<file path="src/assert_macros.svh">
// Assertion macros used by the remapper back end RTL.
`ifndef ASSERT_MACROS_SVH
`define ASSERT_MACROS_SVH

`ifndef SYNTH
// property checked every clock outside reset
`define RORM_ASSERT(label, prop, msg) \
	label: assert property (@(posedge clk) disable iff (!arst_n) (prop)) else $error(msg);
// consequent must hold in the cycle after the antecedent
`define RORM_ASSERT_NEXT(label, ante, cons, msg) \
	label: assert property (@(posedge clk) disable iff (!arst_n) (ante) |=> (cons)) \
		else $error(msg);
`else
`define RORM_ASSERT(label, prop, msg)
`define RORM_ASSERT_NEXT(label, ante, cons, msg)
`endif

`endif

</file>
<file path="src/rorm_pkg.sv">
// Types and constants shared by the radar object id remapper.
package rorm_pkg;

	localparam int TIME_W     = 52;
	localparam int WIN_W      = 24;
	localparam int STATE_W    = 3;
	localparam int LID_W      = 8;
	localparam int GID_W      = 16;
	localparam int CFG_ADDR_W = 4;
	localparam int CFG_DATA_W = 32;
	localparam int QUEUE_DEPTH = 2;
	localparam int QUEUE_PTR_W = $clog2(QUEUE_DEPTH);
	localparam int QUEUE_CNT_W = $clog2(QUEUE_DEPTH + 1);

	localparam logic [WIN_W-1:0]   WINDOW_RST    = 24'd70000;
	localparam logic [WIN_W-1:0]   DELAY_RST     = 24'd0;
	localparam logic [STATE_W-1:0] NEW_STATE_RST = 3'd1;

	typedef enum logic [1:0] {
		REG_WINDOW    = 2'd0,
		REG_DELAY     = 2'd1,
		REG_NEW_STATE = 2'd2
	} rorm_reg_t;

	typedef enum logic {
		BK_IDLE,
		BK_LOOK
	} rorm_bk_state_t;

	typedef struct packed {
		logic [WIN_W-1:0]   window_us;
		logic [WIN_W-1:0]   delay_us;
		logic [STATE_W-1:0] new_state_code;
	} rorm_cfg_t;

	// one classified object waiting for the map stage
	typedef struct packed {
		logic              kept;
		logic              is_new;
		logic [LID_W-1:0]  idx;
		logic [TIME_W-1:0] corrected;
	} rorm_item_t;

endpackage

</file>
<file path="src/rorm_queue.sv">
// Short queue of classified objects between front and back end.
module rorm_queue (
	input  logic                 clk,
	input  logic                 arst_n,
	input  logic                 push,
	input  rorm_pkg::rorm_item_t push_item,
	output logic                 full,
	input  logic                 pop,
	output logic                 not_empty,
	output rorm_pkg::rorm_item_t head
);
	import rorm_pkg::*;

	rorm_item_t              entry_q [QUEUE_DEPTH];
	logic [QUEUE_PTR_W-1:0]  wr_ptr_q;
	logic [QUEUE_PTR_W-1:0]  rd_ptr_q;
	logic [QUEUE_CNT_W-1:0]  count_q;

	assign full      = (count_q == QUEUE_CNT_W'(QUEUE_DEPTH));
	assign not_empty = (count_q != '0);
	assign head      = entry_q[rd_ptr_q];

	always_ff @(posedge clk) begin
		if (push) begin
			entry_q[wr_ptr_q] <= push_item;
		end
	end

	always_ff @(posedge clk or negedge arst_n) begin
		if (!arst_n) begin
			wr_ptr_q <= '0;
			rd_ptr_q <= '0;
			count_q  <= '0;
		end else begin
			if (push) begin
				wr_ptr_q <= wr_ptr_q + QUEUE_PTR_W'(1);
			end
			if (pop) begin
				rd_ptr_q <= rd_ptr_q + QUEUE_PTR_W'(1);
			end
			case ({push, pop})
				2'b10:   count_q <= count_q + QUEUE_CNT_W'(1);
				2'b01:   count_q <= count_q - QUEUE_CNT_W'(1);
				default: ;
			endcase
		end
	end

endmodule

</file>
<file path="config.mk">
export PLATFORM = sky130hd
export DESIGN_NAME = rorm_queue
export DESIGN_NICKNAME = d
export VERILOG_FILES = /design/src/assert_macros.svh /design/src/rorm_pkg.sv /design/src/rorm_queue.sv
export SDC_FILE = /design/constraint.sdc
export NUM_CORES = 1
export LEC_CHECK = 0
export ABC_AREA = 1
export ABC_CLOCK_PERIOD_IN_PS = 6330
export BUFFER_PORTS_ARGS = -buffer_cell sky130_fd_sc_hd__buf_2
export CORE_MARGIN = 1.5
export CORE_UTILIZATION = 30
export CTS_CLUSTER_DIAMETER = 200
export CTS_CLUSTER_SIZE = 12
export DETAILED_ROUTE_END_ITERATION = 10
export SLEW_MARGIN = 20
export SYNTH_ARGS = -nofsm -noshare
export SYNTH_HDL_FRONTEND = slang
export SYNTH_SLANG_ARGS = --single-unit
</file>
<file path="constraint.sdc">
create_clock -name clk -period 6.33 [get_ports clk]
set_input_delay 0.633 -clock clk [delete_from_list [all_inputs] [get_ports clk]]
set_output_delay 0.633 -clock clk [all_outputs]
set_load 0.02 [all_outputs]
</file>
==> Word level (Yosys, flattened, before mapping) <==
Memory sizes are Yosys's and may differ from the RTL's.
Index checks and enable logic that the tools add are counted.
{ "classes": {"addsub": 4, "n_eq_ne": 3, "muxes": 3, "reduce_logical": 2} }
{ "ops": {"columns": ["op", "count"], "rows": [
  ["2-bit == test, second input constant", 2],
  ["2-bit one-hot mux with 2 select lines", 1],
  ["2-bit nonzero test", 2],
  ["1-bit adder, second input constant", 2],
  ["2-bit by 1-bit adder with 2-bit output, second input constant", 1],
  ["2-bit by 1-bit == test with 1-bit output, second input constant", 1],
  ["1-bit 2-to-1 mux", 2],
  ["2-bit by 1-bit subtractor with 2-bit output, second input constant", 1]
]} }
{ "word_totals": {"ff_bits": 4, "ramBits": 124, "input_bits": 66, "word_cells": 16, "memories": 1} }
{ "memory_table": {"columns": ["memory", "depth", "width", "rd", "rd_clocked_by_memory_dff", "write_ports", "line", "text"], "rows": [
  ["entry_q", 2, 62, 1, 0, 1, "rorm_queue.sv:14", "rorm_item_t entry_q [QUEUE_DEPTH];"]
]} }

==> Depth between registers and ports, before layout <==
{ "depth": {"ltp_word": 2, "ltp_mapped": 7, "ltp_nobuf": 7} }

==> Worst setup path after synthesis <==
Ideal clock, no wire load.
{ "synth_path": {"path_type": "input port to flip-flop", "from": "in push", "to": "mem entry_q[0][0] in the netlist's numbering (enable)", "setup_ns": 0.484, "arrival_time_ns": 3.292, "slack_ns": 2.554, "cell_stages": 2, "path_buffers": 0, "cell_sequence": "inv_1 -> nor2_1"} }
{ "synth_between": {"elab_chain_cells": 2} }
{ "synth_lines": {"columns": ["item", "line", "text"], "rows": [
  ["from (decl)", "rorm_queue.sv:5", "input logic push,"],
  ["1-bit 2-to-1 mux", "rorm_queue.sv:24", "if (push) begin"],
  ["1-bit 2-to-1 mux (not written as such)", "rorm_queue.sv:25", "entry_q[wr_ptr_q] <= push_item;"],
  ["to (decl)", "rorm_queue.sv:14", null]
]} }
Every way passes these cells.

==> flow_summary.toml <==
[synth]
synth.most_common_cell = "edfxtp_1"
post-synth-top-area-cell = "edfxtp_1"
syn_area_per_cell_um2 = 13.9
synthCells = 348
ys_types = 18
ys_seq_area_share_pct = 78.9
synth-seq-cells = 128
synth_edf_count = 124
synth_flop_cell = "edfxtp_1"
netlist_area_mm2 = 0.00484
yosysWarnings = 0
syn-num-nets = 415
synthArstFlopShare_pct = 3.13
synth_commonest_cells = "edfxtp_1, inv_1, nand2_1"
synth_top_area_share_pct = 76.9
synth.area.top_cells = "edfxtp_1, inv_1, nand2_1"

[global_route]
gr-usage-all-layers_pct = 11.1
grt_pass1_vias = 2827
antenna_found_initial = 0
gr-total-overflow = 0
grt_pass1_wl_mm = 13.7
grt_max_degree = 70

[critical_path]
required_ps = 5700
reg2reg_to = "rd_ptr_q$_DFFE_PN0P_"
critPathArrivalTime_ps = 2310
critPathLaunchType = "register"
critPathMaxFanout = 69
worstSetupPathType = "register to primary output"
reg2reg_from = "rd_ptr_q$_DFFE_PN0P_"
r2r_slack_ps = 4630
reg2reg_depth = 2
critPathCaptureType = "primary output"

[detailed_routing]
post_drt_wl_per_cell_um = 12.4
antenna_left = 0
vias = 2916
drc = 0
avgViaCountPerCell = 4.08
drt_wl_total_mm = 8.86
first_iter_violations = 115
first_pass_iters = 4

[placed_design]
place_ws_ps = 3710
dp.cells = 682
gp_congestion = 0.680
io_buffers = 129
hpwl_mm = 5.51

[timing]
setup-violations-final = 0
timing.fmax_mhz = 340
worstMarginPinSlew_ps = 887
clock-skew-final_ps = 13.1
min_period_over_period_pct = 46.5
hold_violations = 0
slew_headroom_pct = 40.8
timing.final.ws_setup_ps = 3390
rsz0062_at_grt = "no"
tns_ps = 0
final_max_slew_viol_count = 0
fin_crit_ps = 2940
fin_hold_ws_ps = 19.5

[final_layout]
layout.nets = 552
antenna_cells = 0
final_layout_size_suffix_gt1_share_pct = 33.7
area_delta_synth_final_pct = 30.1
finalNonFillerCells = 714

[run]
maxCapViolCount = 0

[cts]
clkLatencyLatePin_ps = 410
clk_pin_slew_worst_paths_ps = 50
post_cts_buffers = 0
ctsResizeCount = 0
h-tree-depth = 4
root_buffer = "clkbuf_16"
cts.sinks = 128
hold_buffers = 0
clk_path_buf_depth = 2
cts_made_buffers = 17
cts_tree = "yes"

[run_status]
status = "complete, no violations"

[power_and_ir_drop]
p_leak_nw = 2.68
peakVddDrop_v = 0.000202
p_per_area_mw_per_mm2 = 494

[floorplan]
dieHeight_um = 130
die-area_mm2 = 0.0169
start_util_pct = 30.6
ios = 130
die_w_um = 130
num_rows = 46
core_mm2 = 0.0158

[min_path]
min_path_type = "primary input to async pin"
[metrics by stage]
stage,instance area (um^2),power (mW),utilization (%)
floorplan,4840,1.85,-
CTS,6300,3.17,39.8
global placement,5670,2.11,35.8
detailed placement,5670,2.13,35.8
global route,6300,3.30,39.8
finish,6300,3.11,39.8
[worst max-delay path by stage]
stage | start | to | cells after the start
finish | rd_ptr_q$_DFFE_PN0P_ | head[16] | 3
global route | rd_ptr_q$_DFFE_PN0P_ | head[16] | 3
CTS | rd_ptr_q$_DFFE_PN0P_ | head[16] | 3
detailed placement | rd_ptr_q$_DFFE_PN0P_ | head[16] | 3
global placement | rd_ptr_q$_DFFE_PN0P_ | head[16] | 3
floorplan | push | entry_q[0][0]$_DFFE_PP_ | 2
[cell usage in the layout (no fill, tap or decap)]
master,n
edfxtp_1,124
nand3_1,1
dfrtp_1,3
inv_2,1
clkbuf_1,2
clkbuf_16,17
dfrtp_4,1
xnor2_1,1
o21ai_1,15
clkinv_2,3
nor2_4,1
clkinvlp_4,1
buf_2,129
o21ai_0,41
nor2_1,1
clkinv_1,3
buf_4,3
clkinv_4,1
ha_1,1
bufinv_16,5
o21ai_2,6
inv_1,67
xor2_1,2
nand2_1,68
nand4_1,1
[registers in the layout (all words and copies together), names as in the netlist]
name      cells
count_q       2
rd_ptr_q      1
wr_ptr_q      1
entry_q     124
[worst max-delay path, stage by stage (launching register included)]
cell and delay [ps]:
dfrtp_4 760, buf_4 620, o21ai_0 260, buf_2 220
[power by group]
| part | internal (mW) | switching, mW |
|---|---|---|
| Combinational | 0.255 | 0.612 |
| Sequential | 1.13 | 0.0895 |
| Clock | 0.692 | 0.334 |
| Total | 2.08 | 1.04 |
[layout make-up]
| type | count | area, um^2 |
|---|---|---|
| clock buffers | 19 | 433 |
| clock inverters | 13 | 193 |
| fillers | 1511 | 9530 |
| inverters | 68 | 255 |
| multi-input cells | 138 | 653 |
| flip-flops and latches | 128 | 3830 |
| well taps | 216 | 270 |
| repair buffers | 132 | 668 |
[metal layers]
metal	part of all wire (%)	global-route usage, %
met5	0	0
met4	2.0	6.34
met3	6.3	4.76
met2	50	17.8
met1	42	12.4
[logic make-up (layout without fill, tap and decap cells)]
family,after synthesis,after routing,share of synthesized area [%]
buf+inv,82,232,7.72
xor+xnor,3,3,0.543
flops,128,128,78.9
compound gates,62,62,6.87
simple gates,72,72,5.66
fa+ha+maj,1,1,0.258
Power figures use the tool's default switching activity.
