`src/assert_macros.svh`:
```
// Assertion macros used by the remapper back end RTL.
`ifndef ASSERT_MACROS_SVH
`define ASSERT_MACROS_SVH

`ifndef SYNTH
// property checked every clock outside reset
`define RORM_ASSERT(label, prop, msg) \
	label: assert property (@(posedge clk) disable iff (!arst_n) (prop)) else $error(msg);
// consequent must hold in the cycle after the antecedent
`define RORM_ASSERT_NEXT(label, ante, cons, msg) \
	label: assert property (@(posedge clk) disable iff (!arst_n) (ante) |=> (cons)) \
		else $error(msg);
`else
`define RORM_ASSERT(label, prop, msg)
`define RORM_ASSERT_NEXT(label, ante, cons, msg)
`endif

`endif

```
`src/rorm_pkg.sv`:
```
// Types and constants shared by the radar object id remapper.
package rorm_pkg;

	localparam int TIME_W     = 52;
	localparam int WIN_W      = 24;
	localparam int STATE_W    = 3;
	localparam int LID_W      = 8;
	localparam int GID_W      = 16;
	localparam int CFG_ADDR_W = 4;
	localparam int CFG_DATA_W = 32;
	localparam int QUEUE_DEPTH = 2;
	localparam int QUEUE_PTR_W = $clog2(QUEUE_DEPTH);
	localparam int QUEUE_CNT_W = $clog2(QUEUE_DEPTH + 1);

	localparam logic [WIN_W-1:0]   WINDOW_RST    = 24'd70000;
	localparam logic [WIN_W-1:0]   DELAY_RST     = 24'd0;
	localparam logic [STATE_W-1:0] NEW_STATE_RST = 3'd1;

	typedef enum logic [1:0] {
		REG_WINDOW    = 2'd0,
		REG_DELAY     = 2'd1,
		REG_NEW_STATE = 2'd2
	} rorm_reg_t;

	typedef enum logic {
		BK_IDLE,
		BK_LOOK
	} rorm_bk_state_t;

	typedef struct packed {
		logic [WIN_W-1:0]   window_us;
		logic [WIN_W-1:0]   delay_us;
		logic [STATE_W-1:0] new_state_code;
	} rorm_cfg_t;

	// one classified object waiting for the map stage
	typedef struct packed {
		logic              kept;
		logic              is_new;
		logic [LID_W-1:0]  idx;
		logic [TIME_W-1:0] corrected;
	} rorm_item_t;

endpackage

```
`src/rorm_back.sv`:
```
// Back end: id map lookup and update, id counter, output register.
`include "assert_macros.svh"

module rorm_back #(
	parameter int unsigned LOCAL_IDS = 256,
	parameter int unsigned ID_LIMIT  = 65535
) (
	input  logic                        clk,
	input  logic                        arst_n,
	input  logic                        q_not_empty,
	input  rorm_pkg::rorm_item_t        q_head,
	output logic                        q_pop,
	output logic                        out_valid,
	input  logic                        out_stall,
	output logic                        kept,
	output logic [rorm_pkg::GID_W-1:0]  global_id,
	output logic [rorm_pkg::TIME_W-1:0] corrected_frame_time_us
);
	import rorm_pkg::*;

	localparam int unsigned MAP_DEPTH = (LOCAL_IDS < 256) ? LOCAL_IDS : 256;
	localparam int          IDX_W     = $clog2(MAP_DEPTH);

	rorm_bk_state_t state_q, state_d;

	logic [GID_W-1:0]     map_mem [MAP_DEPTH];
	logic [GID_W-1:0]     rd_data_q;
	logic [MAP_DEPTH-1:0] map_valid_q;
	logic [GID_W-1:0]     cnt_q;
	rorm_item_t           item_s1;

	logic [IDX_W-1:0]  head_idx;
	logic [IDX_W-1:0]  cur_idx;
	logic [GID_W:0]    cnt_inc;
	logic [GID_W-1:0]  cnt_next;
	logic              hit;
	logic              need_new;
	logic              load_out;
	logic              out_valid_q;
	logic              kept_q;
	logic [GID_W-1:0]  gid_q;
	logic [TIME_W-1:0] corrected_q;
	logic [GID_W-1:0]  gid_d;

	assign head_idx = q_head.idx[IDX_W-1:0];
	assign cur_idx  = item_s1.idx[IDX_W-1:0];

	// counter steps before use and wraps back to one at the limit
	assign cnt_inc  = {1'b0, cnt_q} + (GID_W+1)'(1);
	assign cnt_next = (cnt_inc >= (GID_W+1)'(ID_LIMIT)) ? GID_W'(1) : cnt_inc[GID_W-1:0];

	assign hit      = map_valid_q[cur_idx] && !item_s1.is_new;
	assign need_new = item_s1.kept && !hit;

	always_comb begin
		if (!item_s1.kept) begin
			gid_d = '0;
		end else if (hit) begin
			gid_d = rd_data_q;
		end else begin
			gid_d = cnt_next;
		end
	end

	always_comb begin
		state_d  = state_q;
		q_pop    = 1'b0;
		load_out = 1'b0;
		case (state_q)
			BK_IDLE: begin
				if (q_not_empty) begin
					q_pop   = 1'b1;
					state_d = BK_LOOK;
				end
			end
			BK_LOOK: begin
				if (!out_valid_q || !out_stall) begin
					load_out = 1'b1;
					state_d  = BK_IDLE;
				end
			end
			default: state_d = BK_IDLE;
		endcase
	end

	always_ff @(posedge clk or negedge arst_n) begin
		if (!arst_n) begin
			state_q <= BK_IDLE;
		end else begin
			state_q <= state_d;
		end
	end

	// map read is issued on pop, the registered result is used in BK_LOOK
	always_ff @(posedge clk) begin
		if (q_pop) begin
			rd_data_q <= map_mem[head_idx];
		end
	end

	always_ff @(posedge clk) begin
		if (load_out && need_new) begin
			map_mem[cur_idx] <= cnt_next;
		end
	end

	always_ff @(posedge clk) begin
		if (q_pop) begin
			item_s1 <= q_head;
		end
		if (load_out) begin
			kept_q      <= item_s1.kept;
			gid_q       <= gid_d;
			corrected_q <= item_s1.corrected;
		end
	end

	always_ff @(posedge clk or negedge arst_n) begin
		if (!arst_n) begin
			map_valid_q <= '0;
			cnt_q       <= '0;
			out_valid_q <= 1'b0;
		end else begin
			if (load_out && need_new) begin
				map_valid_q[cur_idx] <= 1'b1;
				cnt_q                <= cnt_next;
			end
			if (load_out) begin
				out_valid_q <= 1'b1;
			end else if (!out_stall) begin
				out_valid_q <= 1'b0;
			end
		end
	end

	assign out_valid               = out_valid_q;
	assign kept                    = kept_q;
	assign global_id               = gid_q;
	assign corrected_frame_time_us = corrected_q;

	`RORM_ASSERT(a_cnt_range, cnt_q < GID_W'(ID_LIMIT), "id counter reached the limit")
	`RORM_ASSERT(a_gid_kept, !out_valid_q || (kept_q == (gid_q != '0)), "id zero iff skipped")
	`RORM_ASSERT_NEXT(a_new_id, load_out && need_new, gid_q == cnt_q, "new id not from counter")

endmodule

```
`config.mk`:
```
export PLATFORM = sky130hd
export DESIGN_NAME = rorm_back
export DESIGN_NICKNAME = d
export VERILOG_FILES = /design/src/rorm_pkg.sv /design/src/rorm_back.sv
export VERILOG_INCLUDE_DIRS = /design/src /design/src/src
export SDC_FILE = /design/constraint.sdc
export NUM_CORES = 2
export LEC_CHECK = 0
export ABC_AREA = 1
export BUFFER_PORTS_ARGS = -buffer_cell sky130_fd_sc_hd__buf_2
export CORE_AREA = 2 2 780 782
export DETAILED_ROUTE_END_ITERATION = 7
export DIE_AREA = 0 0 782 784
export GPL_ROUTABILITY_DRIVEN = 0
export MAX_ROUTING_LAYER = met4
export PLACE_DENSITY_LB_ADDON = 0.1
export SLEW_MARGIN = 20
export SYNTH_ARGS = -nofsm -noshare
export SYNTH_HDL_FRONTEND = slang
export SYNTH_SLANG_ARGS = --single-unit
```
`constraint.sdc`:
```
create_clock -name clk -period 13.3 [get_ports clk]
set_input_delay 1.995 -clock clk [delete_from_list [all_inputs] [get_ports clk]]
set_output_delay 1.995 -clock clk [all_outputs]
set_load 0.02 [all_outputs]
```
# Word-level counts from Yosys, hierarchy flattened
# Memories as Yosys holds them, arrays and structs flattened. A register that Yosys moved wholly into a read port is not among the register bits.
# Index checks and enable logic that the tools add are counted.
dict set report word_totals {
  reg_bits 405
  wordCells 44
  mem_bits_rw 4096
  in_bits 66
  out_inout_bits 71
  n_memories 1
}
dict set report classes {
  n_eq_ne 1
  mux 16
  reduce_logical 9
  addsub 1
  n_bitwise 2
  magnitude_cmp 3
}
# memory words word_bits read_ports rd_ports_with_merged_regs write_ports line
set mem_list {}
lappend mem_list {map_mem 256 16 1 1 1 rorm_back.sv:26} ;# logic [GID_W-1:0] map_mem [MAP_DEPTH];
# cell n
set ops {}
lappend ops {{$or A256 B256 Y256} 1}
lappend ops {{$mux W16} 2}
lappend ops {{$add A16 B1 Y17 const B} 1}
lappend ops {{$ge A17 B16 Y1 const B} 1}
lappend ops {{$mux W1} 11}
lappend ops {{$lt A8 B9 Y1 const B} 1}
lappend ops {{$bmux W1 S8} 1}
lappend ops {{$demux W1 S8} 1}
lappend ops {{$ge A8 B1 Y1 const B} 1}
lappend ops {{$logic_and A1 B1 Y1} 4}
lappend ops {{$logic_not A1 Y1} 4}
lappend ops {{$ne A2 B1 Y1 const B} 1}
lappend ops {{$pmux W1 S2} 1}
lappend ops {{$logic_or A1 B1 Y1} 1}
lappend ops {{$not A1 Y1} 1}

# Longest topological paths before layout
dict set report depth {
  ltp_word 8
  ltp_mapped 21
  depth_no_buf 17
}

# Worst setup path before layout
# OpenSTA, ideal clock, no wires.
dict set report synth_path {
  path_kind {reg-to-reg}
  from {register cnt_q[0]}
  to {memory map_mem[0][10], data pin}
  path_slack_ns 4.076
  period_less_slack_ns 9.224
  path_buffers 1
  required_time_ns 11.899
  arrival_ns 7.824
  stages_incl_launch_ff 11
  setup_ns 1.401
  path_cell_list {dfrtp_1 -> ha_1 -> nand2_1 -> nor3_1 -> nand3_1 -> o22ai_1 -> nor2_1 -> nand3_1 -> nand2_1 -> buf_2 -> nor2_1}
}
dict set report synth_via {
  elab_chain_cells 3
}
# item line
set synth_rtl {}
lappend synth_rtl {{from (decl)} rorm_back.sv:29} ;# logic [GID_W-1:0] cnt_q;
lappend synth_rtl {{from (signal assigned)} rorm_back.sv:126} ;# cnt_q <= cnt_next;
lappend synth_rtl {{$add A16 B1 Y17 *} rorm_back.sv:49} ;# assign cnt_inc = {1'b0, cnt_q} + (GID_W+1)'(1);
lappend synth_rtl {{$ge A17 B16 Y1} rorm_back.sv:50} ;# assign cnt_next = (cnt_inc >= (GID_W+1)'(ID_LIMIT)) ? GID_W'(1) : cnt_inc[GID_W-1:0];
lappend synth_rtl {{$mux W16 *} rorm_back.sv:50}
lappend synth_rtl {{named net cnt_next[10]} rorm_back.sv:35} ;# logic [GID_W-1:0] cnt_next;
lappend synth_rtl {{to (decl)} rorm_back.sv:26}
# The timed path passes the listed nets; every way through them passes the cells marked *.

# Final worst setup path
dict set report layout_path {
  from {register item_s1 (netlist bit cur_idx[0])}
  to {memory map_mem[146][14], enable pin}
}
dict set report layout_via {
  elab_chain_cells 8
}
# item line
set layout_rtl {}
lappend layout_rtl {{from (decl)} rorm_back.sv:30} ;# rorm_item_t item_s1;
lappend layout_rtl {{from (signal assigned)} rorm_back.sv:109} ;# item_s1 <= q_head;
lappend layout_rtl {{$bmux W1 S8} rorm_back.sv:52} ;# assign hit = map_valid_q[cur_idx] && !item_s1.is_new;
lappend layout_rtl {{$mux W1 (implied by the code)} rorm_back.sv:52}
lappend layout_rtl {{$logic_and A1 B1 Y1} rorm_back.sv:52}
lappend layout_rtl {{$logic_not A1 Y1} rorm_back.sv:53} ;# assign need_new = item_s1.kept && !hit;
lappend layout_rtl {{$logic_and A1 B1 Y1} rorm_back.sv:53}
lappend layout_rtl {{$logic_and A1 B1 Y1} rorm_back.sv:102} ;# if (load_out && need_new) begin
lappend layout_rtl {{$mux W1} rorm_back.sv:102}
lappend layout_rtl {{$mux W1 (implied by the code)} rorm_back.sv:103} ;# map_mem[cur_idx] <= cnt_next;
# Parallel ways exist; a longest one is shown, timed or not. The select of a mux whose other input is x is not followed.

==> flow_summary.ini <==
[critical_path]
max_stage_delay_ns = 0.76
crit_top_cell = nand2_1
cp_max_fo = 117
critPathCaptureType = register
critPathTopFamily = buffers and inverters
crit_buf_inv = 4
cp.required_ns = 13.97
critPathLaunchType = register
worstSetupPathDepth = 18
critical_path_class = reg2reg
reg2regPathDepth = 18
cp_slowest_cell = inv_2
cp_cell_sequence = buf_12 -> inv_2 -> nand2_1 -> nand2_1 -> nand2_1 -> nand2_1 -> nand2_1 -> nand2_1 -> o21ai_1 -> nand2_1 -> nor2_1 -> nor2_1 -> nor2_2 -> nand2_2 -> nand2_8 -> buf_4 -> nand3_1 -> inv_1
cp.arrival_ns = 7.51

[global_route]
first_global_vias = 114828
grt_max_degree = 162
grt_pass1_wl_mm = 913
overflow = 0
grt.total_usage_pct = 21.2
antenna_found_initial = 45

[finish]
drive_above_1_share_pct = 7.43
syn_to_final_growth_pct = 14.2
finish.net_count = 14896
fillers = 60063
stdcell_area_um2 = 206000

[yosys]
avgSynthCellArea_um2 = 12.1
synthTopCellsByArea = edfxtp_1 (70%), o21ai_0 (5.8%), nor2_1 (5.1%)
netlist_area_um2 = 181000
yosysTopAreaCellShare_pct = 70.5
seq_area_frac_synth_pct = 74.2
synth-seq-cells = 4517
synth_edf_count = 4243
synth-async-reset-ratio_pct = 6.07
synth_top_area_cell = edfxtp_1
syn_nets = 15038
synthCells = 14970
yosys_most_used_dff = edfxtp_1
synth_warnings = 0
synth_most_common_cell = edfxtp_1
yosys-top-cells-count = edfxtp_1 (4243), nor2_1 (2445), o21ai_0 (2102), nand2_1 (1835), nand3_1 (1287)
yosysUniqueCellTypes = 28

[clocking]
cts_htree_levels = 6
cts_tree = done
cts_resized = 0
clk_latency_ns = 1.08
cts_root_buf = clkbuf_16
clockBufferDepth = 4
post_cts_buffers = 0
cts_sinks = 4517
clk_pin_slew_ns = 0.06
numCtsBuffers = 531
holdBufCountCts = 0

[routing]
route.detailed.drc = 0
viasPerCell = 5.08
ant_nets = 0
routed_wirelength_mm = 651
first_pass_iters = 6
wl_per_cell_um = 27.9
drt_iter0_drc = 11702
dr_total_vias = 118477

[sta]
tightest_slew_ns = 1.22
timing.fmax_mhz = 146
maxSlewViolCount = 0
setup_viol = 0
slew_headroom_pct = 19.0
rsz0062_at_grt = no
whs_ns = 0.395
period_needed_ns = 6.84
min_period_over_period_pct = 51.4
hold_violations = 0
tns_ns = 0
clock_skew_ns = 0.0644
finalWorstSetupSlack_ns = 6.46

[min_path]
hold-path-cell-count = 0
min-delay-path-class = reg2reg

[power]
power_density_nw_per_um2 = 164
ir_drop_mv = 0.198
total_power_mw = 33.9
leakagePower_nw = 66.9

[die]
die_w_um = 782
dieArea_um2 = 613000
start_util_pct = 29.9
rows = 286
core-area_um2 = 605000
die_h_um = 784
io_pins = 137

[run]
cap_violations = 0

[placed_design]
portBuffers = 136
hpwl_mm = 371
dpl_worst_slack_ns = 6.46
placed_area_um2 = 190000

[outcome]
status = completed
==> worst reg2reg max path: stages (launching register included) <==
cell and delay, ns:
edfxtp_1 0.58, buf_12 0.39, inv_2 1.15, nand2_1 0.25, nand2_1 0.08, nand2_1 0.06
nand2_1 0.07, nand2_1 0.05, nand2_1 0.07, o21ai_1 0.41, nand2_1 0.26, nor2_1 0.21
nor2_1 0.09, nor2_2 0.19, nand2_2 0.25, nand2_8 0.53, buf_4 0.84, nand3_1 0.35
inv_1 0.64
==> cell usage in the layout, fill, tap and decap left out, types with 4 or more instances in the layout <==
cell / instances
buf_8: 4
nor2_4: 19
clkbuf_1: 156
clkinv_16: 9
o21ai_1: 61
a21oi_1: 5
and2_1: 17
buf_12: 45
nor2_1: 2423
inv_6: 17
nor2_2: 4
inv_2: 18
dfrtp_1: 274
clkbuf_8: 26
nor3_1: 4
clkinv_2: 74
clkinv_1: 88
buf_4: 192
o22ai_1: 1026
xor2_1: 6
diode_2: 22
clkinv_8: 18
edfxtp_1: 4243
inv_16: 9
inv_1: 576
o21ai_0: 2102
nand2_1: 1835
clkinvlp_4: 6
buf_2: 129
nand3_1: 1286
clkbuf_16: 537
bufinv_16: 15
inv_8: 4
==> report_power, final <==
group,leakage (nW),internal [mW],switching (mW)
Combinational,22.1,0.572,2.99
Sequential,36.9,16.3,0.0512
Clock,8.00,7.93,6.11
Total,66.9,24.8,9.15
==> metal layers <==
metal / part of all wire [%] / track usage [%] / vias up
li1: - / - / 53516
met1: 47 / 30.0 / 60968
met2: 45 / 32.2 / 3213
met3: 5.3 / 2.70 / 780
met4: 2.8 / 5.43 / 0
met5: 0 / - / -
==> stage by stage <==
stage | instances | utilization [%]
4_1_cts | 23306 | 34.1
3_5_place_dp | 22358 | 31.4
6_report | 23329 | 34.1
2_1_floorplan | 14970 | -
3_3_place_gp | 22357 | 31.4
5_1_grt | 23315 | 34.1
==> logic make-up (layout without fill, tap and decap cells) <==
family / count (synthesis) / count (layout) / synth area share, %
buffers and inverters: 1653 / 1926 / 3.61
and+or+nand+nor: 5593 / 5593 / 12.5
xor gates and xnor gates: 9 / 9 / 0.0436
other: 0 / 22 / 0
AOI/OAI and AO/OA: 3196 / 3196 / 9.56
adders and majority gates: 2 / 2 / 0.0138
DFF: 4517 / 4517 / 74.2
==> sequential cells by signal (all words and copies together), names as in the netlist <==
register,count
cnt_q,16
map_mem,4096
item_s1,54
out_valid,1
state_q,1
cur_idx,8
rd_data_q,16
corrected_frame_time_us,52
global_id,16
kept,1
map_valid_q,256
==> layout make-up <==
type	count	area [µm²]	area share, %
flip-flops and latches	4517	134000	65.0
repair buffers	372	3070	1.49
diodes	22	55.1	0.0267
inverters	606	2320	1.12
clock buffers	719	14400	6.97
clock inverters	229	2050	0.993
multi-input cells	8800	40200	19.5
well taps	8064	10100	4.89
==> worst paths after layout <==
path	slack [ns]	endpoint	from
max	6.46	map_mem[146][14]	cur_idx[0]
min	0.40	corrected_frame_time_us[3]	item_s1[3]
max reg2reg	6.46	map_mem[146][14]	cur_idx[0]
min reg2reg	0.40	corrected_frame_time_us[3]	item_s1[3]
max in group asynchronous	9.66	map_valid_q[74]	arst_n
min in group asynchronous	0.82	out_valid	arst_n
Note: power is estimated with default switching activity, not from simulation.
