<file path="src/assert_macros.svh">
// Assertion macros used by the remapper back end RTL.
`ifndef ASSERT_MACROS_SVH
`define ASSERT_MACROS_SVH

`ifndef SYNTH
// property checked every clock outside reset
`define RORM_ASSERT(label, prop, msg) \
	label: assert property (@(posedge clk) disable iff (!arst_n) (prop)) else $error(msg);
// consequent must hold in the cycle after the antecedent
`define RORM_ASSERT_NEXT(label, ante, cons, msg) \
	label: assert property (@(posedge clk) disable iff (!arst_n) (ante) |=> (cons)) \
		else $error(msg);
`else
`define RORM_ASSERT(label, prop, msg)
`define RORM_ASSERT_NEXT(label, ante, cons, msg)
`endif

`endif

</file>
<file path="src/rorm_pkg.sv">
// Types and constants shared by the radar object id remapper.
package rorm_pkg;

	localparam int TIME_W     = 52;
	localparam int WIN_W      = 24;
	localparam int STATE_W    = 3;
	localparam int LID_W      = 8;
	localparam int GID_W      = 16;
	localparam int CFG_ADDR_W = 4;
	localparam int CFG_DATA_W = 32;
	localparam int QUEUE_DEPTH = 2;
	localparam int QUEUE_PTR_W = $clog2(QUEUE_DEPTH);
	localparam int QUEUE_CNT_W = $clog2(QUEUE_DEPTH + 1);

	localparam logic [WIN_W-1:0]   WINDOW_RST    = 24'd70000;
	localparam logic [WIN_W-1:0]   DELAY_RST     = 24'd0;
	localparam logic [STATE_W-1:0] NEW_STATE_RST = 3'd1;

	typedef enum logic [1:0] {
		REG_WINDOW    = 2'd0,
		REG_DELAY     = 2'd1,
		REG_NEW_STATE = 2'd2
	} rorm_reg_t;

	typedef enum logic {
		BK_IDLE,
		BK_LOOK
	} rorm_bk_state_t;

	typedef struct packed {
		logic [WIN_W-1:0]   window_us;
		logic [WIN_W-1:0]   delay_us;
		logic [STATE_W-1:0] new_state_code;
	} rorm_cfg_t;

	// one classified object waiting for the map stage
	typedef struct packed {
		logic              kept;
		logic              is_new;
		logic [LID_W-1:0]  idx;
		logic [TIME_W-1:0] corrected;
	} rorm_item_t;

endpackage

</file>
<file path="src/rorm_front.sv">
// Front end: window test, delay correction and map index of each object.
module rorm_front #(
	parameter int unsigned LOCAL_IDS = 256
) (
	input  logic                        in_valid,
	output logic                        in_stall,
	input  logic [rorm_pkg::TIME_W-1:0]  frame_time_us,
	input  logic [rorm_pkg::TIME_W-1:0]  object_time_us,
	input  logic [rorm_pkg::LID_W-1:0]   local_id,
	input  logic [rorm_pkg::STATE_W-1:0] meas_state,
	input  rorm_pkg::rorm_cfg_t         cfg,
	input  logic                        q_full,
	output logic                        q_push,
	output rorm_pkg::rorm_item_t        q_item
);
	import rorm_pkg::*;

	localparam int unsigned MOD_SH    = 16;
	// rounded-up reciprocal of LOCAL_IDS; exact for every 8-bit id below 256 entries
	localparam int unsigned MOD_RECIP = (LOCAL_IDS < 256) ?
		(((1 << MOD_SH) + LOCAL_IDS - 1) / LOCAL_IDS) : 0;

	logic [TIME_W:0]         obj_diff;
	logic [TIME_W:0]         cor_diff;
	logic [WIN_W:0]          span;
	logic [LID_W-1:0]        rem;
	logic [LID_W+MOD_SH-1:0] mod_prod;
	logic [LID_W-1:0]        mod_quot;

	// object lies in [frame, frame + window - 1): diff + 1 < window
	assign obj_diff = {1'b0, object_time_us} - {1'b0, frame_time_us};
	assign span     = {1'b0, obj_diff[WIN_W-1:0]} + (WIN_W+1)'(1);
	assign cor_diff = {1'b0, frame_time_us} - {(TIME_W-WIN_W+1)'(0), cfg.delay_us};

	// local_id modulo LOCAL_IDS by reciprocal multiplication
	assign mod_prod = (LID_W+MOD_SH)'(local_id) * (LID_W+MOD_SH)'(MOD_RECIP);
	assign mod_quot = mod_prod[LID_W+MOD_SH-1:MOD_SH];
	assign rem      = (LOCAL_IDS < 256) ? (local_id - LID_W'(mod_quot * LOCAL_IDS)) : local_id;

	always_comb begin
		q_item.kept      = !obj_diff[TIME_W] && (obj_diff[TIME_W-1:WIN_W] == '0)
			&& (span < {1'b0, cfg.window_us});
		q_item.is_new    = (meas_state == cfg.new_state_code);
		q_item.idx       = rem;
		q_item.corrected = cor_diff[TIME_W] ? '0 : cor_diff[TIME_W-1:0];
	end

	assign in_stall = q_full;
	assign q_push   = in_valid && !q_full;

endmodule

</file>
<file path="config.mk">
export PLATFORM = sky130hd
export DESIGN_NAME = rorm_front
export DESIGN_NICKNAME = d
export VERILOG_FILES = /design/src/assert_macros.svh /design/src/rorm_pkg.sv /design/src/rorm_front.sv
export SDC_FILE = /design/constraint.sdc
export NUM_CORES = 1
export LEC_CHECK = 0
export CAP_MARGIN = 20
export CORE_MARGIN = 5
export CORE_UTILIZATION = 28
export DETAILED_ROUTE_END_ITERATION = 6
export DONT_BUFFER_PORTS = 1
export PLACE_DENSITY = 0.47
export SETUP_SLACK_MARGIN = 0.1
export SYNTH_ARGS = -nofsm -noshare
export SYNTH_HDL_FRONTEND = slang
export SYNTH_SLANG_ARGS = --single-unit
</file>
<file path="constraint.sdc">
create_clock -name vclk -period 14.8
set_input_delay 0 -clock vclk [all_inputs]
set_output_delay 0 -clock vclk [all_outputs]
set_load 0.1 [all_outputs]
</file>
* Yosys cells after proc, flatten, opt, wreduce, memory -nomap -nowiden
Cells that the tools add are included.
** Storage, ports and cells
- Word-level logic and storage cells :: 12
- Output and inout bits :: 64
- Register bits after elaboration :: 0
- Input port bits :: 168
** Operators by class
- Order comparisons :: 1
- Eq/ne operators :: 1
- Reduce and logical (&&, ||, !) cells :: 6
- Add/sub/neg operators :: 3
- Muxes and demuxes :: 1
** Operator list (count)
- subtractor 52 x 24 -> 53 bit :: 1
- subtractor 52 x 52 -> 53 bit :: 1
- two-way mux 52 bit :: 1
- zero test 28 bit :: 1
- adder 24 x 1 -> 25 bit (second input constant) :: 1
- less-than comparator 25 x 24 -> 1 bit :: 1
- equality test 3 bit :: 1
- logical AND 1 bit :: 3
- zero test 1 bit :: 2

* Logic depth before layout (Yosys ltp)
Gate-level depths: netlist of run 1.
- Depth after elaboration :: 4
- Mapped depth :: 23
- Mapped depth without buffers :: 23

* Least setup slack after synthesis of run 1
No wires, ideal clock.
- Kind :: input to output
- Start :: in object_time_us[0] (netlist name)
- End :: out q_item[61] (netlist name)
- Buffers on the path :: 0
- Stages on the path :: 22
- Arrival time :: 6.642 ns
- Setup slack :: 8.158 ns
- Data required time :: 14.800 ns
- Path through :: inv_1 > ha_1 > fa_1 > nor2b_1 > o2111ai_2 > a2111oi_1 > nor3_1 > nor4b_2 > nand3_1 > or4_4 > nor3_2 > xnor2_1 > ha_1 > a2111oi_0 > o211ai_1 > a31oi_1 > or4b_1 > or3_1 > nor4_1 > and4b_1 > nand3_1 > a2111oi_2
** RTL lines
- start: declaration :: RTL line rorm_front.sv:8 : input logic [rorm_pkg::TIME_W-1:0] object_time_us,
- end: declaration :: RTL line rorm_front.sv:14 : output rorm_pkg::rorm_item_t q_item

==> results.yml, run 1 <==
finish:
  diodes: 0
  seqCellArea_um2: 0
  fin_nets: 1333
  drive_above_1_share_pct: 9.991
  sequential_cell_total: 0
  clockBufferCount: 0
  syn_to_final_growth_pct: 6.708
  fin_cells: 1396
  stdcell_area_mm2: 0.007742
placement:
  dp_slack_ps: 8936
  port_buffers: 0
  placed_cell_area_mm2: 0.007742
  numPlacedInstances: 1396
  gp_congestion: 0.9247
  dpl.hpwl_um: 22750
synthesis:
  synth.area.top_cells: "ha_1 (17%), inv_1 (6.8%), xnor2_1 (6.6%)"
  syn-cell-area_mm2: 0.007256
  synth_warnings: 0
  synthCells: 1102
  syn_nets: 1372
  synth_top_area_share_pct: 17.24
  syn_area_per_cell_um2: 6.584
  synth_top_area_cell: "ha_1"
  synthDistinctLibCells: 94
  synth_common_cells: "inv_1 (131), nor2_1 (105), ha_1 (100)"
  ys_seq_area_share_pct: 0
  yosys.cell_count.top_type: "inv_1"
routing:
  detail-route-antenna-nets: 0
  vias_per_cell: 5.428
  wl_per_cell_um: 18.37
  drt-initial-drc-count: 428
  via_count: 7577
  wl_um: 25650
  firstDrtPassIters: 6
  drc: 0
power_and_ir_drop:
  p_leak_nw: 3.279
  p_per_area_mw_per_mm2: 63.48
  ir_drop_mv: 0.05262
timing:
  hold_viol_final: 0
  maxSlewHeadroom_pct: 20.37
  timing.hold.ws_ps: 0.03857
  worst_slack_ps: 8955
  fmax_ghz: 0.1711
  setup_viol_count_final: 0
  rsz0062_at_grt: "false"
  tns_ps: 0
  finalCritPeriodShare_pct: 39.49
  tightest_slew_ps: 1195
  slew_viol_final: 0
  period_needed_ps: 5845
setup_path:
  crit_fanout: 5
  start_kind: "primary input"
  critPathCaptureType: "output port"
  cp-startpoint: "object_time_us[0]"
  arrival_ps: 5840
  cp_slowest_cell: "a2111oi_1"
  required_ps: 14800
  crit_type: "in -> out"
  crit_chain: "inv_1 -> ha_1 -> fa_1 -> nor2b_1 -> o2111ai_2 -> a2111oi_1 -> nor3_1 -> nor4b_2 -> nand3_1 -> or4_4 -> nor3_2 -> xnor2_1 -> ha_1 -> a2111oi_0 -> o211ai_1 -> a31oi_1 -> or4b_1 -> or3_1 -> nor4_1 -> and4b_1 -> nand3_1 -> a2111oi_4 -> buf_16"
  worst_path_largest_cell_delay_ps: 560
global_route:
  grt_max_degree: 43
  antenna_found_initial: 0
  grt_pass1_vias: 7546
  gr-total-overflow: 0
  grt_first_pass_wirelength_um: 40170
  grt_use_total_pct: 16.60
clocking:
  postCtsSetupRepairBufs: 0
  cts_resized: 0
  cts_hold_buf: 0
floorplan:
  die-area_mm2: 0.02923
  rows: 59
  io_pins: 232
  die_y_um: 171.0
  die_w_um: 171.0
  start_util_pct: 28.16
  core_area_mm2: 0.02576
worst_hold_path:
  min-delay-start: "local_id[7]"
  hp-class: "in -> out"
job:
  max_cap_violations: 0
status:
  status: "finished clean"
## routing by layer
metal	share of wire, %	vias up	track usage (%)	wire (µm)
met4	0.91	0	1.240	233
met2	44	217	26.53	11250
met5	0	-	0	0
li1	-	3896	-	-
met3	7.6	8	3.812	1941
met1	48	3456	23.80	12220
## where the power goes
part,internal [mW],switching [mW],total (mW)
sequential,0,0,0
clock,0,0,0
combinational,0.139,0.352,0.492
total,0.139,0.352,0.492
## metrics by stage
stage | utilization (%) | total power, mW
final | 30.05 | 0.4915
after global routing | 30.05 | 0.5341
after CTS | 30.05 | 0.4916
after detailed placement | 30.05 | 0.4895
after global placement | 29.99 | 0.4866
after floorplan | - | 0.4174
## worst max-delay path: cells and delay by family
kind	cells	cell delay (ps)
AO/OA/AOI/OAI	6	1810
XOR/XNOR	1	80
adder cells (fa/ha/maj)	3	780
buffers and inverters	2	240
AND/OR/NAND/NOR	11	2940
## area by class of cell
type | count | area (µm²)
Tap cell | 335 | 419.2
Timing Repair Buffer | 9 | 192.7
Multi-Input combinational cell | 919 | 6631
Fill cell | 2879 | 18020
Inverter | 133 | 499.2
## cells in the final DEF (no fill, tap or decap), types with 10 or more instances in the layout
cell type	instances
o211ai_1	11
a21oi_1	84
xor2_1	27
nand4_1	31
o21ai_0	46
a21o_1	22
o21a_1	13
nor3_1	31
nor4_1	21
nor2b_1	11
a21oi_2	10
nand2_1	89
and2_1	10
and3_1	14
or3_1	10
ha_1	100
inv_1	131
nand3_1	31
o21bai_1	13
xnor2_1	55
nor2_2	32
nor2_1	72
a211oi_1	17
## final timing paths
kind	endpoint	slack [ps]	cells after the start
setup / recovery	q_item[61]	8960	23
hold / removal	q_item[59]	0.04	0
## logic make-up (layout without fill, tap and decap cells)
kind of cell	after synthesis	after routing	synth area share [%]
and+or+nand+nor	396	396	27.52
AOI/OAI and AO/OA	323	323	31.51
buffers and inverters	183	142	10.93
adders and majority gates	102	102	17.80
xor gates and xnor gates	82	82	9.898
muxes	16	16	2.345
Note: power is estimated with default switching activity, not from simulation.
==> inputs of run 2 (changes only) <==
--- a/config.mk
+++ b/config.mk
@@ -10,7 +10,7 @@
 export CORE_UTILIZATION = 28
 export DETAILED_ROUTE_END_ITERATION = 6
 export DONT_BUFFER_PORTS = 1
-export PLACE_DENSITY = 0.47
+export PLACE_DENSITY = 0.49
 export SETUP_SLACK_MARGIN = 0.1
 export SYNTH_ARGS = -nofsm -noshare
 export SYNTH_HDL_FRONTEND = slang
==> constraint.sdc (replaced) <==
create_clock -name vclk -period 4.7
set_input_delay 0 -clock vclk [all_inputs]
set_output_delay 0 -clock vclk [all_outputs]
set_load 0.1 [all_outputs]
==> results.yml, run 2 (synthesized netlist as in run 1, its figures left out) <==
finish:
  multi_input_area_mm2: 0.006785
  clockBufferCount: 0
  stdcell_area_mm2: 0.009096
  fin_nets: 1493
  final_common_cell: "buf_4"
  fillers: 2814
  syn_to_final_growth_pct: 25.37
  seqCellArea_um2: 0
  diodes: 0
  drive_above_1_share_pct: 23.26
  final_cell_mix: "buf_4 (162), inv_1 (130), ha_1 (98), nand2_1 (89), a21oi_1 (82)"
  sequential_cell_total: 0
status:
  status: "finished, violations left"
  violations: "setup timing"
power_and_ir_drop:
  p_leak_nw: 4.086
  ir_drop_mv: 0.1964
  power_mw: 1.818
  p_per_area_mw_per_mm2: 199.9
clocking:
  cts_hold_buf: 0
floorplan:
  start_util_pct: 28.16
  die-area_mm2: 0.02923
  core_area_mm2: 0.02576
  rows: 59
  die_w_um: 171.0
  io_pins: 232
  die_y_um: 171.0
routing:
  wl_um: 26500
  wl_per_cell_um: 17.03
  via_count: 8177
  vias_per_cell: 5.255
  drt-initial-drc-count: 424
  firstDrtPassIters: 5
  drc: 0
  detail-route-antenna-nets: 0
global_route:
  grt_first_pass_wirelength_um: 41570
  grt_pass1_vias: 8000
  antenna_found_initial: 0
  grt_max_degree: 29
  grt_use_total_pct: 17.08
  gr-total-overflow: 0
timing:
  slew_viol_final: 0
  period_needed_ps: 5163
  setup_viol_count_final: 1
  tightest_slew_ps: 1090
  maxSlewHeadroom_pct: 27.31
  hold_viol_final: 0
  finalCritPeriodShare_pct: 109.8
  fmax_ghz: 0.1937
  rsz0062_at_grt: "true"
  worst_slack_ps: -462.8
worst_hold_path:
  min-delay-start: "local_id[7]"
  hold_depth: 0
  min_to: "q_item[59]"
  hp-class: "in -> out"
placement:
  gp_congestion: 0.9410
  dp_slack_ps: -611.3
  placed_cell_area_mm2: 0.008962
  dpl.hpwl_um: 23630
  port_buffers: 0
setup_path:
  start_kind: "primary input"
  cp-startpoint: "object_time_us[0]"
  critPathCaptureType: "output port"
  crit_fanout: 3
  arrival_ps: 5160
  crit_type: "in -> out"
  required_ps: 4700
job:
  max_cap_violations: 0
-- run 2: where the power goes --
part	total, mW	switching (mW)	internal, mW
combinational	1.82	1.17	0.648
sequential	0	0	0
clock	0	0	0
total	1.82	1.17	0.648
-- run 2: stage by stage --
step           instances  setup TNS (ps)  hold WS (ps)  utilization [%]
6_report            1556          -462.8       0.03857            35.31
5_1_grt             1556          -703.2        0.2182            35.31
4_1_cts             1556          -385.2        0.6813            35.24
3_3_place_gp        1548          -472.3        0.6813            34.79
3_5_place_dp        1548          -611.3        0.6813            34.79
2_1_floorplan       1102          -892.0         211.5                -
-- run 2: routing by layer --
layer	vias up	share of wire, %	GRT usage [%]	wire (µm)
met3	14	6.9	3.073	1818
met5	-	0	0	0
met4	0	1.2	1.653	324
met2	215	44	27.16	11630
li1	4237	-	-	-
met1	3711	48	24.95	12730
-- run 2: repair_timing --
item / 4_1_cts / 5_1_grt
setup buffers: 8 / 0
endpoints found under the hold margin: 0 / 0
setup endpoints to repair: 1 / 1
gates resized for setup: 10 / 5
pin swaps: 20 / 5
-- run 2: worst max-delay path, cell delays in order --
cell       delay, ps
inv_12            10
ha_4             140
fa_2             360
nor2b_4          130
buf_4            110
buf_6             80
o2111a_1         200
or3_1            130
nand4b_1         170
nor4_4           340
nand3_2          120
or4_4            550
nor3_4           130
xnor2_1           90
ha_2             200
a2111oi_4        180
o211ai_1         140
a31oi_1          170
or4b_1           460
or3_1            340
nor4_2           140
and4b_1          230
nand3_2           90
a2111oi_4        370
clkbuf_16        270
-- run 2: layout make-up --
class | instances | share of cell area [%]
multi-input cells | 919 | 74.59
inverters | 133 | 5.626
repair buffers | 169 | 15.17
well taps | 335 | 4.608
-- run 2: how the worst max path moves through the flow --
| stage | endpoint | slack [ps] |
|---|---|---|
| global placement | q_item[61] | -470 |
| CTS | q_item[61] | -390 |
| detailed placement | q_item[61] | -610 |
| global route | q_item[61] | -700 |
| floorplan | q_item[61] | -890 |
| finish | q_item[61] | -460 |
==> inputs of run 3 (changes only) <==
==> constraint.sdc (replaced) <==
create_clock -name vclk -period 4.54
set_input_delay 0 -clock vclk [all_inputs]
set_output_delay 0 -clock vclk [all_outputs]
set_load 0.1 [all_outputs]
==> results.yml, run 3 (synthesized netlist as in run 1, its figures left out) <==
power_and_ir_drop:
  p_leak_nw: 4.124
  p_per_area_mw_per_mm2: 205.7
  ir_drop_mv: 0.2186
worst_hold_path:
  hp-class: "in -> out"
setup_path:
  start_kind: "primary input"
  crit_chain: "inv_12 -> ha_4 -> fa_2 -> nor2b_4 -> o2111ai_4 -> a2111oi_4 -> nor3_2 -> nor4b_2 -> nand3_1 -> or4_4 -> nor3_4 -> xnor2_1 -> ha_2 -> a2111oi_4 -> o211ai_1 -> a31oi_1 -> or4b_1 -> or3_1 -> nor4_2 -> and4b_1 -> nand3_2 -> a2111oi_4 -> clkbuf_16"
  critical_path_buf_inv_count: 2
  critPathCaptureType: "output port"
  cp_common_cell: "a2111oi_4"
  cpLargestDelayFamily: "simple AND/OR/NAND/NOR gates"
  cp_slowest_cell: "or4_4"
  arrival_ps: 5060
  required_ps: 4540
  worst_path_largest_cell_delay_ps: 560
  crit_fanout: 2
  crit_type: "in -> out"
timing:
  worst_slack_ps: -521.8
  setup_viol_count_final: 1
  finalCritPeriodShare_pct: 111.5
  timing.hold.ws_ps: 0.03858
  maxSlewHeadroom_pct: 26.61
  rsz0062_at_grt: "true"
  tightest_slew_ps: 1101
  hold_viol_final: 0
  slew_viol_final: 0
  period_needed_ps: 5062
  fmax_ghz: 0.1976
finish:
  final_util_pct: 35.53
  clockBufferCount: 0
  final_cell_mix: "buf_4 (171), inv_1 (130), ha_1 (98), nand2_1 (89), a21oi_1 (82)"
  final_common_cell: "buf_4"
  drive_above_1_share_pct: 23.60
  seqCellArea_um2: 0
  sequential_cell_total: 0
  syn_to_final_growth_pct: 26.16
  fin_nets: 1501
  diodes: 0
  fin_cells: 1564
global_route:
  grt_max_degree: 31
  antenna_found_initial: 0
  grt_first_pass_wirelength_um: 41550
  grt_use_total_pct: 17.03
  grt_busiest_layer: "met2"
  gr-total-overflow: 0
  use_met3_pct: 2.842
  gr-usage-met2_pct: 27.47
  grt_pass1_vias: 8124
  grtUsageMet1_pct: 24.67
clocking:
  cts_hold_buf: 0
  postCtsSetupRepairBufs: 0
floorplan:
  die_y_um: 171.0
  core_area_mm2: 0.02576
  io_pins: 232
  die_w_um: 171.0
  die-area_mm2: 0.02923
  rows: 59
  start_util_pct: 28.16
job:
  max_cap_violations: 0
placement:
  dp_slack_ps: -763.3
  dpl.hpwl_um: 23570
  gp_congestion: 0.9248
  port_buffers: 0
  numPlacedInstances: 1564
status:
  status: "finished, violations left"
  violations: "setup timing"
routing:
  vias_per_cell: 5.289
  via_count: 8272
  wl_um: 26560
  drt-initial-drc-count: 414
  drc: 0
  wl_per_cell_um: 16.98
  detail-route-antenna-nets: 0
  firstDrtPassIters: 5
run 3: report_power, final:
group          total, mW  internal [mW]  leakage, nW  switching, mW
Clock                  0              0            0              0
Sequential             0              0            0              0
Combinational       1.88          0.672         4.12           1.21
run 3: stage by stage:
| stage | power [mW] | setup TNS, ps | cell area (µm²) |
|---|---|---|---|
| 3_5_place_dp | 1.861 | -763.3 | 9082 |
| 6_report | 1.883 | -521.8 | 9154 |
| 2_1_floorplan | 1.374 | -1052 | 7356 |
| 4_1_cts | 1.876 | -591.3 | 9119 |
| 5_1_grt | 2.033 | -838.5 | 9154 |
| 3_3_place_gp | 1.855 | -642.7 | 9082 |
run 3: final cells by class:
cell class	count	area [µm²]
fill	2792	16610
multi-input combinational	919	6787
inverter	133	511.7
tap	335	419.2
timing repair buffer	177	1436
run 3: path summary, 6_finish.rpt:
path / from / end / cells past startpoint
max: object_time_us[0] / q_item[61] / 23
min: local_id[7] / q_item[59] / 0
run 3: metal layers:
layer / up-vias / share of wire (%)
li1: 4244 / -
met1: 3767 / 48
met2: 245 / 44
met3: 16 / 7.0
met4: 0 / 1.1
met5: - / 0
run 3: repair_timing:
| action | 4_1_cts | 5_1_grt |
|---|---|---|
| setup endpoints to repair | 1 | 1 |
| gates resized for setup | 4 | 7 |
| pin swaps | 1 | 0 |
